**config.mk**
```make
export PLATFORM = sky130hd
export DESIGN_NAME = bsst_cell
export DESIGN_NICKNAME = d
export VERILOG_FILES = /design/src/design/bsst_pkg.sv /design/src/design/bsst_cell.sv
export SDC_FILE = /design/constraint.sdc
export NUM_CORES = 1
export LEC_CHECK = 0
export CORE_MARGIN = 2
export CORE_UTILIZATION = 60
export CTS_CLUSTER_SIZE = 25
export DETAILED_ROUTE_END_ITERATION = 10
export DONT_BUFFER_PORTS = 1
export GPL_ROUTABILITY_DRIVEN = 1
export GPL_TIMING_DRIVEN = 0
export PLACE_DENSITY = 0.77
export SLEW_MARGIN = 10
export SYNTH_ARGS = -nofsm -noshare
export SYNTH_HDL_FRONTEND = slang
export SYNTH_SLANG_ARGS = --single-unit
```
**constraint.sdc**
```tcl
create_clock -name clk_i -period 3.6 [get_ports clk_i]
set_clock_uncertainty 0.15 [all_clocks]
set_input_delay 0.18 -clock clk_i [delete_from_list [all_inputs] [get_ports clk_i]]
set_output_delay 0.18 -clock clk_i [all_outputs]
set_load 0.02 [all_outputs]
```
**src/design/bsst_pkg.sv**
```systemverilog
// ---------------------------------------------------------------------------
// bsst_pkg: shared types and constants for the span tracker
// Widths, status codes, the cell link types and the signed order key.
// ---------------------------------------------------------------------------
package bsst_pkg;

  localparam int MaxCap     = 64;
  localparam int IdxW       = $clog2(MaxCap);
  localparam int CntW       = IdxW + 1;
  localparam int ValW       = 32;
  localparam int StW        = 2;
  localparam int CapW       = 7;
  localparam int MinForSpan = 2;

  localparam logic [StW-1:0] StOk   = 2'd0;
  localparam logic [StW-1:0] StFull = 2'd1;
  localparam logic [StW-1:0] StFew  = 2'd2;

  localparam logic OpAdd   = 1'b0;
  localparam logic OpQuery = 1'b1;

  // handed from each cell to its right-hand neighbour
  typedef struct packed {
    logic            gt;
    logic [ValW-1:0] value;
  } link_t;

  // neighbour-selection flags reported by each cell
  typedef struct packed {
    logic pred;
    logic succ;
    logic last;
  } pick_t;

  // signed order as unsigned compare after flipping the sign bit
  function automatic logic [ValW-1:0] order_key(input logic [ValW-1:0] v);
    order_key = {~v[ValW-1], v[ValW-2:0]};
  endfunction

endpackage

```
**src/design/bsst_cell.sv**
```systemverilog
// ---------------------------------------------------------------------------
// bsst_cell: one slot of the sorted insertion chain
// Holds one value, compares it with the pending value and shifts right on
// insertion, taking its left neighbour's value or the new one.
// ---------------------------------------------------------------------------
module bsst_cell (
  input  logic                      clk_i,
  input  logic [bsst_pkg::IdxW-1:0] idx_i,
  input  logic [bsst_pkg::CntW-1:0] count_i,
  input  logic [bsst_pkg::ValW-1:0] x_i,
  input  logic                      insert_i,
  input  bsst_pkg::link_t           left_i,
  input  logic                      right_gt_i,
  output bsst_pkg::link_t           link_o,
  output bsst_pkg::pick_t           pick_o
);
  import bsst_pkg::*;

  logic [ValW-1:0] value_q, value_d;
  logic [CntW-1:0] idx_ext, idx_next;
  logic            occupied, gt, at_tail, wr_en;

  assign idx_ext  = {1'b0, idx_i};
  assign idx_next = idx_ext + CntW'(1);
  assign occupied = idx_ext < count_i;
  assign gt       = occupied && (order_key(value_q) > order_key(x_i));
  assign at_tail  = idx_ext == count_i;
  assign wr_en    = insert_i && (gt || at_tail);

  always_comb begin
    value_d = value_q;
    if (wr_en) begin
      value_d = left_i.gt ? left_i.value : x_i;
    end
  end

  always_ff @(posedge clk_i) begin
    value_q <= value_d;
  end

  assign link_o.gt    = gt;
  assign link_o.value = value_q;

  // successor: first greater cell; predecessor: last cell not greater
  assign pick_o.succ = gt && !left_i.gt;
  assign pick_o.pred = occupied && !gt && ((idx_next == count_i) || right_gt_i);
  assign pick_o.last = occupied && (idx_next == count_i);

endmodule
```
==> impl_metrics.csv <==
group,metric,value,unit
outcome,outcome,"complete, no violations",
yosys,yosys-top-cells-area,"edfxtp_1 (38%), ha_1 (19%), o21ai_0 (7.1%)",
detailed_routing,routed_wl,6213,microns
min_path,min-delay-start,"x_i[9]",
setup_path,path_cells,"ha_1, nand4_2, nor4_2, a21boi_2, o311a_1, o21ai_0, o21ai_4, buf_16",
yosys,synth-edff-count,32,
yosys,avgSynthCellArea,9.306,sq um
place,place_area,2633,sq um
place,gp_congestion,0.7472,
floorplanning,core,4029,sq um
detailed_routing,drc_errors,0,
finish,reg_top3,"value_q x32",
global_routing,antenna_found_initial,0,
global_routing,grt_pass1_vias,2139,
detailed_routing,route.vias.total,2128,
clocking,cts_root_buffer,"clkbuf_8",
yosys,ys.flop_type,"edfxtp_1",
floorplanning,die_w,68.95,microns
setup_path,start_kind,"flop",
timing,maxSlewViolCount,0,
yosys,synth_cells,272,
floorplanning,die_y,68.95,microns
yosys,netlist_area,2531,sq um
timing,setup_viol,0,
setup_path,worstReg2RegStart,"value_q[15]$_DFFE_PP_",
setup_path,r2r-end,"value_q[3]$_DFFE_PP_",
clocking,clockBufferDepth,2,
floorplanning,fp.dieArea,4754,sq um
detailed_routing,initialDrtViolationCount,74,
setup_path,slowest_stage,"edfxtp_1",
setup_path,crit_buf_inv,1,
pwr,powerDensity,328.5,nW/um^2
yosys,synth_common_cells,"inv_1 (42), ha_1 (39), nand2_1 (36), o21ai_0 (36), edfxtp_1 (32)",
min_path,holdPathStages,2,
finish,final_nets,435,
yosys,ys_warn_count,0,
timing,setup_slack,702.3,ps
timing,post-route-period-util,80.49,%
timing,fin_crit,2898,ps
floorplanning,ioPinCount,117,
yosys,async_reset_ff_share,0,%
timing,timing.hold.ws,11.82,ps
yosys,syn_nets,392,
detailed_routing,viasPerCell,5.814,
timing,relSlewSlack,39.61,%
run,max_cap_violations,0,
timing,worst_pin_slew,897.5,ps
detailed_routing,wl_per_cell,16.98,microns
setup_path,cp_max_fo,20,
setup_path,crit_required,3440,ps
floorplanning,core.rowCount,23,
finish,antennaDiodeCount,0,
finish,regMostFlops,"value_q",
global_routing,grt_pass1_wl,9542,microns
finish,postLayoutCellArea,3070,sq um
min_path,hold_class,"input pin to flop",
timing,rsz0062_at_grt,"false",
min_path,worstHoldEndpoint,"value_q[9]$_DFFE_PP_",
yosys,synth_top_area_share,37.96,%
detailed_routing,ant_nets,0,
detailed_routing,drtPass1Iterations,4,
timing,hold_viol_final,0,
finish,fillers,298,
setup_path,critPathArrivalTime,2740,ps
global_routing,grt_max_degree,21,
setup_path,critPathMaxStageDelay,510,ps
yosys,synth_cell_types,40,
finish,drive_gt1_share,6.646,%
setup_path,r2r_slack,700,ps
finish,synthToLayoutAreaGrowth,21.30,%
yosys,synth_seq_cells,32,
clocking,cts_tree,"done",
floorplanning,initial_core_util,62.83,%
yosys,yosysMostFrequentCell,"inv_1",
timing,fin_tns_setup,0,ps
clocking,path_clk_slew,70,ps
place,place_ws,721.6,ps
yosys,yosys.area.top_type,"edfxtp_1",
setup_path,worstSetupPathType,"flop to flop",
finish,post-route-util,76.21,%
clocking,clock_latency,290,ps
place,io_buffers,0,
yosys,seq_area_frac_synth,37.96,%
global_routing,overflow,0,
timing,fmax,0.3451,GHz
clocking,cts_buffers,5,
pwr,leakagePower,0.001328,uW
setup_path,end_kind,"flop",
place,hpwlAfterDp,4448,microns
pwr,ir_drop,0.2477,mV
setup_path,r2r_cells,8,
clocking,htreeDepth,2,
clocking,cts.sink_count,32,
finish,largest_reg_flops,32,
global_routing,grt_use_total,27.55,%
setup_path,cp_top_family,"compound AO/OA/AOI/OAI gates",
## worst max-delay path by stage
stage,startpoint,endpoint,slack (ps),depth (start not counted)
final,value_q[15]$_DFFE_PP_,value_q[3]$_DFFE_PP_,700,8
after global routing,value_q[31]$_DFFE_PP_,value_q[3]$_DFFE_PP_,580,9
after CTS,value_q[15]$_DFFE_PP_,value_q[8]$_DFFE_PP_,700,8
after detailed placement,value_q[15]$_DFFE_PP_,value_q[14]$_DFFE_PP_,720,8
after global placement,value_q[15]$_DFFE_PP_,value_q[14]$_DFFE_PP_,-330,7
after floorplan,value_q[15]$_DFFE_PP_,value_q[0]$_DFFE_PP_,330,7
## kinds of logic after synthesis
logic type | after synthesis | share of synthesized area (%)
mux | 2 | 0.8897
fa+ha+maj | 39 | 19.28
xor+xnor | 6 | 2.077
simple gates | 73 | 15.77
buf+inv | 50 | 7.563
flops | 32 | 37.96
compound gates | 70 | 16.46
## worst reg2reg max path, delay by kind of cell, from the launching register on
family / cells / cell delay [ps]
AO/OA/AOI/OAI: 4 / 820
flip-flops: 1 / 510
buffers and inverters: 1 / 240
AND/OR/NAND/NOR: 2 / 500
adder cells (fa/ha/maj): 1 / 390
## area by class of cell
type	count	area [sq um]	share of cell area [%]
buffer	8	33.78	1.100
clock buffer	5	68.82	2.241
clock inverter	3	18.77	0.6112
inverter	42	157.7	5.134
multi-input combinational	190	1390	45.27
sequential	32	960.9	31.30
tap	50	62.56	2.037
timing repair buffer	36	377.9	12.31
## where the power goes
part	leakage, uW	switching (uW)	internal (uW)
Sequential	0.000298	44.5	445
Combinational	0.000992	132	109
Clock	0.0000378	145	133
## repair_timing
item,in CTS,in global routing
buffers inserted,0,0
gates resized for setup,0,0
hold buffers,35,0
endpoints found under the hold margin,32,0
## cells in the final DEF (no fill, tap or decap), types with 3 or more instances in the layout
master         count
inv_1             42
ha_1              39
nand2_1           36
o21ai_0           36
dlygate4sd3_1     35
edfxtp_1          32
a21oi_1           13
nor2_1             8
nand3_1            7
clkbuf_1           6
clkbuf_8           5
nor3_1             4
nor2b_1            3
o21ai_1            3
nand4_1            3
o211ai_1           3
xor2_1             3
xnor2_1            3
## through the flow
| stage | instances | power, uW |
|---|---|---|
| after floorplan | 272 | 652.4 |
| after global placement | 322 | 689.0 |
| after detailed placement | 323 | 703.4 |
| after CTS | 366 | 1008 |
| after global routing | 366 | 1060 |
| final | 366 | 1009 |
## metal layers
| metal | vias to the layer above | track usage [%] | routed length (microns) |
|---|---|---|---|
| met5 | - | 0 | 0 |
| met4 | 0 | 7.108 | 67 |
| met3 | 6 | 8.279 | 422 |
| met2 | 80 | 49.52 | 3140 |
| met1 | 986 | 31.77 | 2583 |
| li1 | 1056 | - | - |
Power figures use the tool's default switching activity.
